**src/hdl/b64se_pkg.sv**
```systemverilog
`default_nettype none

package b64se_pkg;

  localparam int unsigned QueueDepth = 2;

  localparam int unsigned CharW   = 7;
  localparam int unsigned MaxChars = 4;

  localparam logic [CharW-1:0] PAD_CHAR = 7'd61;

  // classified work for one byte: up to four characters, index of the last one
  typedef struct packed {
    logic [MaxChars-1:0][CharW-1:0] chars;
    logic [1:0]                     last_idx;
    logic                           fin;
  } entry_t;

  // standard alphabet lookup for one 6-bit group
  function automatic logic [CharW-1:0] sym(input logic [5:0] six);
    logic [CharW-1:0] s;
    s = {1'b0, six};
    if (six < 6'd26) begin
      return s + 7'd65;
    end else if (six < 6'd52) begin
      return s + 7'd71;
    end else if (six < 6'd62) begin
      return s - 7'd4;
    end else if (six == 6'd62) begin
      return 7'd43;
    end else begin
      return 7'd47;
    end
  endfunction

endpackage

`default_nettype wire

```
**src/hdl/b64se_channels.sv**
```systemverilog
`default_nettype none

interface b64se_byte_if;
  logic       valid;
  logic       ready;
  logic [7:0] data_byte;
  logic       final_byte;

  modport source (output valid, output data_byte, output final_byte, input ready);
  modport sink (input valid, input data_byte, input final_byte, output ready);
endinterface

interface b64se_char_if;
  logic       valid;
  logic       ready;
  logic [6:0] out_char;
  logic       end_of_text;

  modport source (output valid, output out_char, output end_of_text, input ready);
  modport sink (input valid, input out_char, input end_of_text, output ready);
endinterface

`default_nettype wire

```
**src/hdl/base64_stream_encoder_unit.sv**
```systemverilog
// channel  | dir | words                          | accepted when
// ---------+-----+--------------------------------+----------------------
// in_i     | in  | data_byte[7:0], final_byte     | in_i.valid & in_i.ready
// out_o    | out | out_char[6:0], end_of_text     | out_o.valid & out_o.ready
//
// one character leaves per cycle while the queue holds work and out_o is not stalled;
// a byte yields 1 or 2 characters if non-final, 2 to 4 if final, and the output
// rate is bounded by the single-character output register.
// the first character of a byte passes the word queue, then the output register.
// reset is asynchronous, active low, and returns to the start of a 3-byte group.
// a stalled output fills the word queue, after which in_i.ready drops.
`default_nettype none

module base64_stream_encoder_unit #(
  parameter int unsigned QueueDepth = b64se_pkg::QueueDepth
) (
  input  wire logic    clk_i,
  input  wire logic    rst_ni,
  b64se_byte_if.sink   in_i,
  b64se_char_if.source out_o
);

  // front to queue
  logic              push;
  logic              full;
  b64se_pkg::entry_t entry;

  // queue to back
  b64se_pkg::entry_t head;
  logic              empty;
  logic              pop;

  // front: tracks the group phase and carry, turns each byte into its characters
  b64se_front u_front (
    .clk_i        (clk_i),
    .rst_ni       (rst_ni),
    .valid_i      (in_i.valid),
    .ready_o      (in_i.ready),
    .data_byte_i  (in_i.data_byte),
    .final_byte_i (in_i.final_byte),
    .full_i       (full),
    .push_o       (push),
    .entry_o      (entry)
  );

  // short queue of classified bytes so each side stalls on its own
  b64se_queue #(
    .Depth (QueueDepth)
  ) u_queue (
    .clk_i   (clk_i),
    .rst_ni  (rst_ni),
    .push_i  (push),
    .entry_i (entry),
    .full_o  (full),
    .pop_i   (pop),
    .head_o  (head),
    .empty_o (empty)
  );

  // back: walks the characters of the head entry into the output register
  b64se_back u_back (
    .clk_i         (clk_i),
    .rst_ni        (rst_ni),
    .head_i        (head),
    .empty_i       (empty),
    .pop_o         (pop),
    .valid_o       (out_o.valid),
    .ready_i       (out_o.ready),
    .out_char_o    (out_o.out_char),
    .end_of_text_o (out_o.end_of_text)
  );

  // queue can never look full and empty at once
  a_queue_sane: assert property (@(posedge clk_i) disable iff (!rst_ni)
    !(full && empty))
    else $error("queue full and empty together");

  // a stalled output word must not consume queue work
  a_no_pop_on_stall: assert property (@(posedge clk_i) disable iff (!rst_ni)
    (out_o.valid && !out_o.ready) |-> !pop)
    else $error("queue popped while output stalled");

  // with nothing queued and nothing shown, no word can appear next cycle
  a_no_phantom: assert property (@(posedge clk_i) disable iff (!rst_ni)
    (empty && !out_o.valid) |=> !out_o.valid)
    else $error("output word without queued work");

  // nothing is popped from an empty queue
  a_no_pop_empty: assert property (@(posedge clk_i) disable iff (!rst_ni)
    empty |-> !pop)
    else $error("pop from empty queue");

endmodule

`default_nettype wire

```
**src/hdl/b64se_front.sv**
```systemverilog
`default_nettype none

module b64se_front (
  input  wire logic            clk_i,
  input  wire logic            rst_ni,
  input  wire logic            valid_i,
  output logic                 ready_o,
  input  wire logic [7:0]      data_byte_i,
  input  wire logic            final_byte_i,
  input  wire logic            full_i,
  output logic                 push_o,
  output b64se_pkg::entry_t    entry_o
);

  typedef enum logic [1:0] {
    PH_FIRST  = 2'd0,
    PH_SECOND = 2'd1,
    PH_THIRD  = 2'd2
  } phase_e;

  phase_e     phase_q, phase_d;
  logic [3:0] carry_q, carry_d;

  assign ready_o = !full_i;
  assign push_o  = valid_i && !full_i;

  always_comb begin
    entry_o          = '0;
    entry_o.fin      = final_byte_i;
    phase_d          = PH_FIRST;
    carry_d          = '0;
    unique case (phase_q)
      PH_SECOND: begin
        entry_o.chars[0] = b64se_pkg::sym({carry_q[1:0], data_byte_i[7:4]});
        if (final_byte_i) begin
          entry_o.chars[1] = b64se_pkg::sym({data_byte_i[3:0], 2'b00});
          entry_o.chars[2] = b64se_pkg::PAD_CHAR;
          entry_o.last_idx = 2'd2;
        end else begin
          entry_o.last_idx = 2'd0;
          phase_d          = PH_THIRD;
          carry_d          = data_byte_i[3:0];
        end
      end
      PH_THIRD: begin
        entry_o.chars[0] = b64se_pkg::sym({carry_q, data_byte_i[7:6]});
        entry_o.chars[1] = b64se_pkg::sym(data_byte_i[5:0]);
        entry_o.last_idx = 2'd1;
      end
      default: begin
        entry_o.chars[0] = b64se_pkg::sym(data_byte_i[7:2]);
        if (final_byte_i) begin
          entry_o.chars[1] = b64se_pkg::sym({data_byte_i[1:0], 4'b0000});
          entry_o.chars[2] = b64se_pkg::PAD_CHAR;
          entry_o.chars[3] = b64se_pkg::PAD_CHAR;
          entry_o.last_idx = 2'd3;
        end else begin
          entry_o.last_idx = 2'd0;
          phase_d          = PH_SECOND;
          carry_d          = {2'b00, data_byte_i[1:0]};
        end
      end
    endcase
  end

  always_ff @(posedge clk_i or negedge rst_ni) begin
    if (!rst_ni) begin
      phase_q <= PH_FIRST;
      carry_q <= '0;
    end else if (push_o) begin
      phase_q <= phase_d;
      carry_q <= carry_d;
    end
  end

endmodule

`default_nettype wire

```
**src/hdl/b64se_queue.sv**
```systemverilog
`default_nettype none

module b64se_queue #(
  parameter int unsigned Depth = b64se_pkg::QueueDepth
) (
  input  wire logic              clk_i,
  input  wire logic              rst_ni,
  input  wire logic              push_i,
  input  wire b64se_pkg::entry_t entry_i,
  output logic                   full_o,
  input  wire logic              pop_i,
  output b64se_pkg::entry_t      head_o,
  output logic                   empty_o
);

  localparam int unsigned PtrW = (Depth > 1) ? $clog2(Depth) : 1;
  localparam int unsigned CntW = $clog2(Depth + 1);

  b64se_pkg::entry_t slots_q [Depth];
  logic [PtrW-1:0]   wr_ptr_q, rd_ptr_q;
  logic [CntW-1:0]   count_q;

  assign full_o  = (count_q == CntW'(Depth));
  assign empty_o = (count_q == '0);
  assign head_o  = slots_q[rd_ptr_q];

  function automatic logic [PtrW-1:0] bump(input logic [PtrW-1:0] p);
    if (p == PtrW'(Depth - 1)) begin
      return '0;
    end else begin
      return p + 1'b1;
    end
  endfunction

  always_ff @(posedge clk_i) begin
    if (push_i) begin
      slots_q[wr_ptr_q] <= entry_i;
    end
  end

  always_ff @(posedge clk_i or negedge rst_ni) begin
    if (!rst_ni) begin
      wr_ptr_q <= '0;
      rd_ptr_q <= '0;
      count_q  <= '0;
    end else begin
      if (push_i) begin
        wr_ptr_q <= bump(wr_ptr_q);
      end
      if (pop_i) begin
        rd_ptr_q <= bump(rd_ptr_q);
      end
      if (push_i && !pop_i) begin
        count_q <= count_q + 1'b1;
      end else if (pop_i && !push_i) begin
        count_q <= count_q - 1'b1;
      end
    end
  end

endmodule

`default_nettype wire

```
**src/hdl/b64se_back.sv**
```systemverilog
`default_nettype none

module b64se_back (
  input  wire logic              clk_i,
  input  wire logic              rst_ni,
  input  wire b64se_pkg::entry_t head_i,
  input  wire logic              empty_i,
  output logic                   pop_o,
  output logic                   valid_o,
  input  wire logic              ready_i,
  output logic [6:0]             out_char_o,
  output logic                   end_of_text_o
);

  logic [1:0] idx_q;
  logic       valid_q;
  logic [6:0] char_q;
  logic       eot_q;
  logic       load;
  logic       at_last;

  assign at_last = (idx_q == head_i.last_idx);
  assign load    = !empty_i && (!valid_q || ready_i);
  assign pop_o   = load && at_last;

  assign valid_o       = valid_q;
  assign out_char_o    = char_q;
  assign end_of_text_o = eot_q;

  always_ff @(posedge clk_i) begin
    if (load) begin
      char_q <= head_i.chars[idx_q];
      eot_q  <= head_i.fin && at_last;
    end
  end

  always_ff @(posedge clk_i or negedge rst_ni) begin
    if (!rst_ni) begin
      valid_q <= 1'b0;
      idx_q   <= '0;
    end else begin
      if (load) begin
        valid_q <= 1'b1;
        idx_q   <= at_last ? 2'd0 : idx_q + 2'd1;
      end else if (ready_i) begin
        valid_q <= 1'b0;
      end
    end
  end

endmodule

`default_nettype wire

```
**src/flat_wrapper.sv**
```systemverilog
// flat-port wrapper written by rule: the top's interface ports become plain ports
module base64_stream_encoder_unit_flat 
#(
  parameter int unsigned QueueDepth = b64se_pkg::QueueDepth
)
  (clk_i, rst_ni, in_i_valid, in_i_data_byte, in_i_final_byte, in_i_ready, out_o_valid, out_o_out_char, out_o_end_of_text, out_o_ready);
  b64se_byte_if in_i_i ();
  b64se_char_if out_o_i ();
  input  wire logic clk_i;
  input  wire logic rst_ni;
  input wire logic [$bits(in_i_i.valid)-1:0] in_i_valid;
  input wire logic [$bits(in_i_i.data_byte)-1:0] in_i_data_byte;
  input wire logic [$bits(in_i_i.final_byte)-1:0] in_i_final_byte;
  output wire logic [$bits(in_i_i.ready)-1:0] in_i_ready;
  output wire logic [$bits(out_o_i.valid)-1:0] out_o_valid;
  output wire logic [$bits(out_o_i.out_char)-1:0] out_o_out_char;
  output wire logic [$bits(out_o_i.end_of_text)-1:0] out_o_end_of_text;
  input wire logic [$bits(out_o_i.ready)-1:0] out_o_ready;
  assign in_i_i.valid = in_i_valid;
  assign in_i_i.data_byte = in_i_data_byte;
  assign in_i_i.final_byte = in_i_final_byte;
  assign in_i_ready = in_i_i.ready;
  assign out_o_valid = out_o_i.valid;
  assign out_o_out_char = out_o_i.out_char;
  assign out_o_end_of_text = out_o_i.end_of_text;
  assign out_o_i.ready = out_o_ready;
  base64_stream_encoder_unit #(.QueueDepth(QueueDepth)) u_core (.clk_i(clk_i), .rst_ni(rst_ni), .in_i(in_i_i), .out_o(out_o_i));
endmodule
```
**config.mk**
```make
export PLATFORM = sky130hd
export DESIGN_NAME = base64_stream_encoder_unit_flat
export DESIGN_NICKNAME = d
export VERILOG_FILES = /design/src/hdl/b64se_pkg.sv /design/src/hdl/b64se_channels.sv /design/src/hdl/base64_stream_encoder_unit.sv /design/src/hdl/b64se_front.sv /design/src/hdl/b64se_queue.sv /design/src/hdl/b64se_back.sv /design/src/flat_wrapper.sv
export SDC_FILE = /design/constraint.sdc
export NUM_CORES = 1
export LEC_CHECK = 0
export BUFFER_PORTS_ARGS = -buffer_cell sky130_fd_sc_hd__clkbuf_2
export CAP_MARGIN = 10
export CORE_MARGIN = 8
export CORE_UTILIZATION = 64
export CTS_BUF_LIST = sky130_fd_sc_hd__clkbuf_8
export CTS_CLUSTER_DIAMETER = 30
export DETAILED_ROUTE_END_ITERATION = 10
export PLACE_DENSITY = 0.83
export SETUP_SLACK_MARGIN = 0.4
export SYNTH_ARGS = -nofsm -noshare
export SYNTH_HDL_FRONTEND = slang
export SYNTH_SLANG_ARGS = --single-unit
```
**constraint.sdc**
```tcl
create_clock -name clk_i -period 2.86 [get_ports clk_i]
set_input_delay 0.572 -clock clk_i [delete_from_list [all_inputs] [get_ports clk_i]]
set_output_delay 0.572 -clock clk_i [all_outputs]
set_load 0.02 [all_outputs]
```
==> impl_results.rst <==
.. list-table::
   :header-rows: 1

   * - Metric
     - Value
   * - Post-route clock period utilization
     - 0.818
   * - Number of primary I/O pins
     - 23
   * - Met3 global-route usage
     - 0.0519
   * - Final number of max-transition violations
     - 0
   * - Sequential standard cell area
     - between 0.0015 and 0.002 mm2
   * - Leak Pwr
     - about 0.0019 uW
   * - Post-synthesis cell count
     - approximately 430
   * - Core Rows
     - 29
   * - Ys async rst share
     - 0.228
   * - Antenna diode instance count
     - 0
   * - Cell area after synthesis
     - about 0.0042 mm2
   * - Sinks on Clock Net
     - 57
   * - Yosys warning total
     - 0
   * - Worst vdd rail ir drop
     - 0.713 mV
   * - Number of violations of the max-capacitance limit
     - 0
   * - Count of endpoints failing setup in the final report
     - 0
   * - Detail Route Antenna Nets
     - 0
   * - Worst min-delay path category
     - input pin to asynchronous set/reset pin
   * - Synthesis-to-layout area growth
     - 10.1%
   * - Starting utilization of the core area
     - 0.662
   * - Insertion delay to the later sink of the worst-skew pair
     - 0.33 ns
   * - Crit-path max FO
     - 11
   * - Detailed Place HPWL
     - 7900 um
   * - Overall routed net length
     - around 11000 um
   * - Largest net degree at the start of global routing
     - 19
   * - Number of I/O port buffers
     - 22
   * - Max transition margin
     - 0.434
   * - Series of cell instances along the critical path
     - clkbuf_2, ha_1, a21o_1, a21oi_2, o311a_1, o21ai_0, o31a_1
   * - Number of filler instances in the final layout
     - ~480
   * - GR Layer Usage met2
     - 0.351
   * - Achievable clock frequency
     - roughly 0.43 GHz
   * - Multi-input gate area
     - between 0.002 and 0.0025 mm2
   * - GR met1 Demand/Resource
     - 0.299
   * - CTS clk-pin slew, worst paths
     - 0.06 ns
   * - Critical path data required time
     - around 3 ns
   * - WHS
     - 0.131 ns
   * - Cell chosen for the clock root
     - sky130_fd_sc_hd__clkbuf_8
   * - Count of final hold-check violations
     - 0
   * - Number of vias in the routed layout
     - approximately 3600
   * - Proportion of layout cells with a drive suffix above 1
     - 0.169
   * - Worst Max-Slew Pin Slew
     - about 0.85 ns
   * - Antenna violations before repair
     - 0
   * - Kind of start point of the critical path
     - input pin
   * - Final net count
     - 500
   * - Average size of a mapped cell
     - a little under 10 um2
   * - Flops & latches, synth
     - 57
   * - Primary flip-flop cell chosen by synthesis mapping
     - sky130_fd_sc_hd__edfxtp_1
   * - Number of buffers created by CTS
     - 9
   * - Die area
     - about 0.0095 mm2
   * - Number of vias per cell after detailed routing
     - ~6.6
   * - Count of placed standard cells including taps
     - 528
   * - Crit. End Element
     - flip-flop
   * - Final setup skew
     - ~0.0050 ns
   * - Number of flops mapped to enable cells by yosys
     - between 40 and 50
   * - GRT overflow
     - 0
   * - Number of design-rule violations left by the first detailed-router iteration
     - between 300 and 400
   * - Maximum cell stage delay along the critical path
     - around 0.49 ns
   * - Most congested layer reported by global routing
     - met2
   * - Worst Setup Path Type
     - input pin to flip-flop
   * - Vias in the first global route
     - about 3400
   * - Unrepaired setup endpoints after global routing
     - false
   * - Count of non-filler cells in the finished layout
     - roughly 540
   * - Horizontal extent of the die
     - 97.3 um
   * - Die Ht
     - between 90 and 100 um
   * - Mapped Nets
     - around 470
   * - Final min period
     - 2.34 ns
   * - Number of levels the H-tree was split into
     - 3
   * - Arr. time, crit path
     - roughly 2.5 ns
   * - Sequential share of the synthesized area
     - 0.389
   * - All-Layer GR Usage
     - 0.228
   * - Routed len/inst
     - 19.6 um
   * - Count of distinct cell types in the synthesized netlist
     - 69
   * - Result of the run
     - finished clean
   * - Buffers from clock root to sink, at most
     - 2
   * - Post-route core utilization
     - 0.730
   * - First-pass GRT wire length
     - ~18000 um
   * - Pwr dens
     - 856 mW/mm2
   * - CP max stage cell
     - sky130_fd_sc_hd__ha_1
   * - Hold buffers post-CTS
     - 0
   * - Placer's final routability congestion estimate
     - 1.08
   * - TritonCTS clock tree
     - built
   * - Initial DRT Pass Iterations
     - 5
   * - Placeable core area
     - 0.00639 mm2
   * - DRC Markers
     - 0
   * - Final TNS setup
     - 0 ns
placed cells by master, fill, tap and decap left out, drive strengths merged, types with 10 or more instances in the layout:
cell and count:
mux2i 10, nand2b 12, nand2 45, o21ai 27, xnor2 17, nand3 10, a21o 10, edfxtp 44
buf 23, dfrtp 13, nor3 16, clkbuf 31, ha 25, nor2 21, inv 30, a21oi 19
synthesized netlist by cell type (7+ instances only):
library cell               instances  share of area
sky130_fd_sc_hd__o21ai_0          22          0.026
sky130_fd_sc_hd__edfxtp_1         44           0.31
sky130_fd_sc_hd__nor2_1           19          0.017
sky130_fd_sc_hd__mux4_2            7          0.037
sky130_fd_sc_hd__xnor2_1          17          0.035
sky130_fd_sc_hd__dfrtp_1          13          0.077
sky130_fd_sc_hd__mux2i_1          10          0.024
sky130_fd_sc_hd__nand3_1          10          0.012
sky130_fd_sc_hd__nand2_1          45          0.040
sky130_fd_sc_hd__clkbuf_1          7         0.0062
sky130_fd_sc_hd__nand2b_1         12          0.018
sky130_fd_sc_hd__ha_1             25          0.074
sky130_fd_sc_hd__nor2b_1           9          0.013
sky130_fd_sc_hd__a21o_1           10          0.018
sky130_fd_sc_hd__nor3_1           14          0.017
sky130_fd_sc_hd__inv_1            25          0.022
sky130_fd_sc_hd__buf_2            18          0.021
sky130_fd_sc_hd__a21oi_1          17          0.020
worst paths after layout:
path / startpoint / cells past startpoint / to / slack (ns)
min in group clk_i: out_o_ready / 2 / u_core.u_back.valid_o / 0.44
min reg2reg: u_core.u_queue.count_q[1] / 1 / u_core.u_queue.count_q[1] / 0.50
max: in_i_data_byte[4] / 7 / u_core.u_queue.slots_q[0][7] / 0.52
max in group asynchronous: rst_ni / 1 / u_core.u_front.phase_q[1] / 2.48
max reg2reg: u_core.u_front.carry_q[0] / 7 / u_core.u_queue.slots_q[0][6] / 0.59
min: rst_ni / 1 / u_core.u_back.idx_q[0] / 0.13
through the flow:
step	setup WS (ns)	cell area (um2)	total power, uW
floorplan	0.432	4230	2790
global placement	0.299	4480	3250
detailed placement	0.277	4480	3300
CTS	0.611	4660	3980
global route	0.412	4660	4250
finish	0.521	4660	3990
repair_timing:
action | CTS | global route
resized for setup | 0 | 1
buffers inserted | 0 | 0
endpoints found under the setup margin | 0 | 2
cell type report:
cell class                      instances  share of cell area
Timing Repair Buffer                   45              0.0607
Clock buffer                            9              0.0266
Sequential cell                        57               0.353
Multi-Input combinational cell        322               0.505
Inverter                               27              0.0218
Clock inverter                          7              0.0118
Tap cell                               77              0.0207
flip-flops by register name, summed over array words and instances (netlist names):
signal	count
u_core.u_queue.rd_ptr_q	1
u_core.u_back.end_of_text_o	1
u_core.u_back.out_char_o	7
u_core.u_queue.count_q	2
u_core.u_back.idx_q	2
u_core.u_back.valid_o	1
u_core.u_front.carry_q	4
u_core.u_queue.slots_q	36
u_core.u_front.phase_q	2
u_core.u_queue.wr_ptr_q	1
worst max-delay path: cells and delay by family:
family	cells	cell delay, ns
adder cells (fa/ha/maj)	1	0.49
AO/OA/AOI/OAI	5	1.24
buffers and inverters	1	0.21
routing by layer:
metal  wire, um  share of wire
met1       4460           0.42
met2       4910           0.46
met3       1050          0.098
met4        250          0.023
met5          0              0
kinds of logic after synthesis:
family                   synth area share
AND/OR/NAND/NOR                     0.163
AO/OA/AOI/OAI                       0.203
flip-flops                          0.389
buffers and inverters              0.0559
adder cells (fa/ha/maj)            0.0739
XOR/XNOR                           0.0476
multiplexers                       0.0671
power by group:
group / leakage (uW) / internal (uW) / switching, uW
sequential: 0.000579 / 1330 / 171
combinational: 0.00123 / 732 / 1070
clock: 0.000104 / 386 / 297
total: 0.00191 / 2440 / 1540
(Power assumes the default switching activity.)
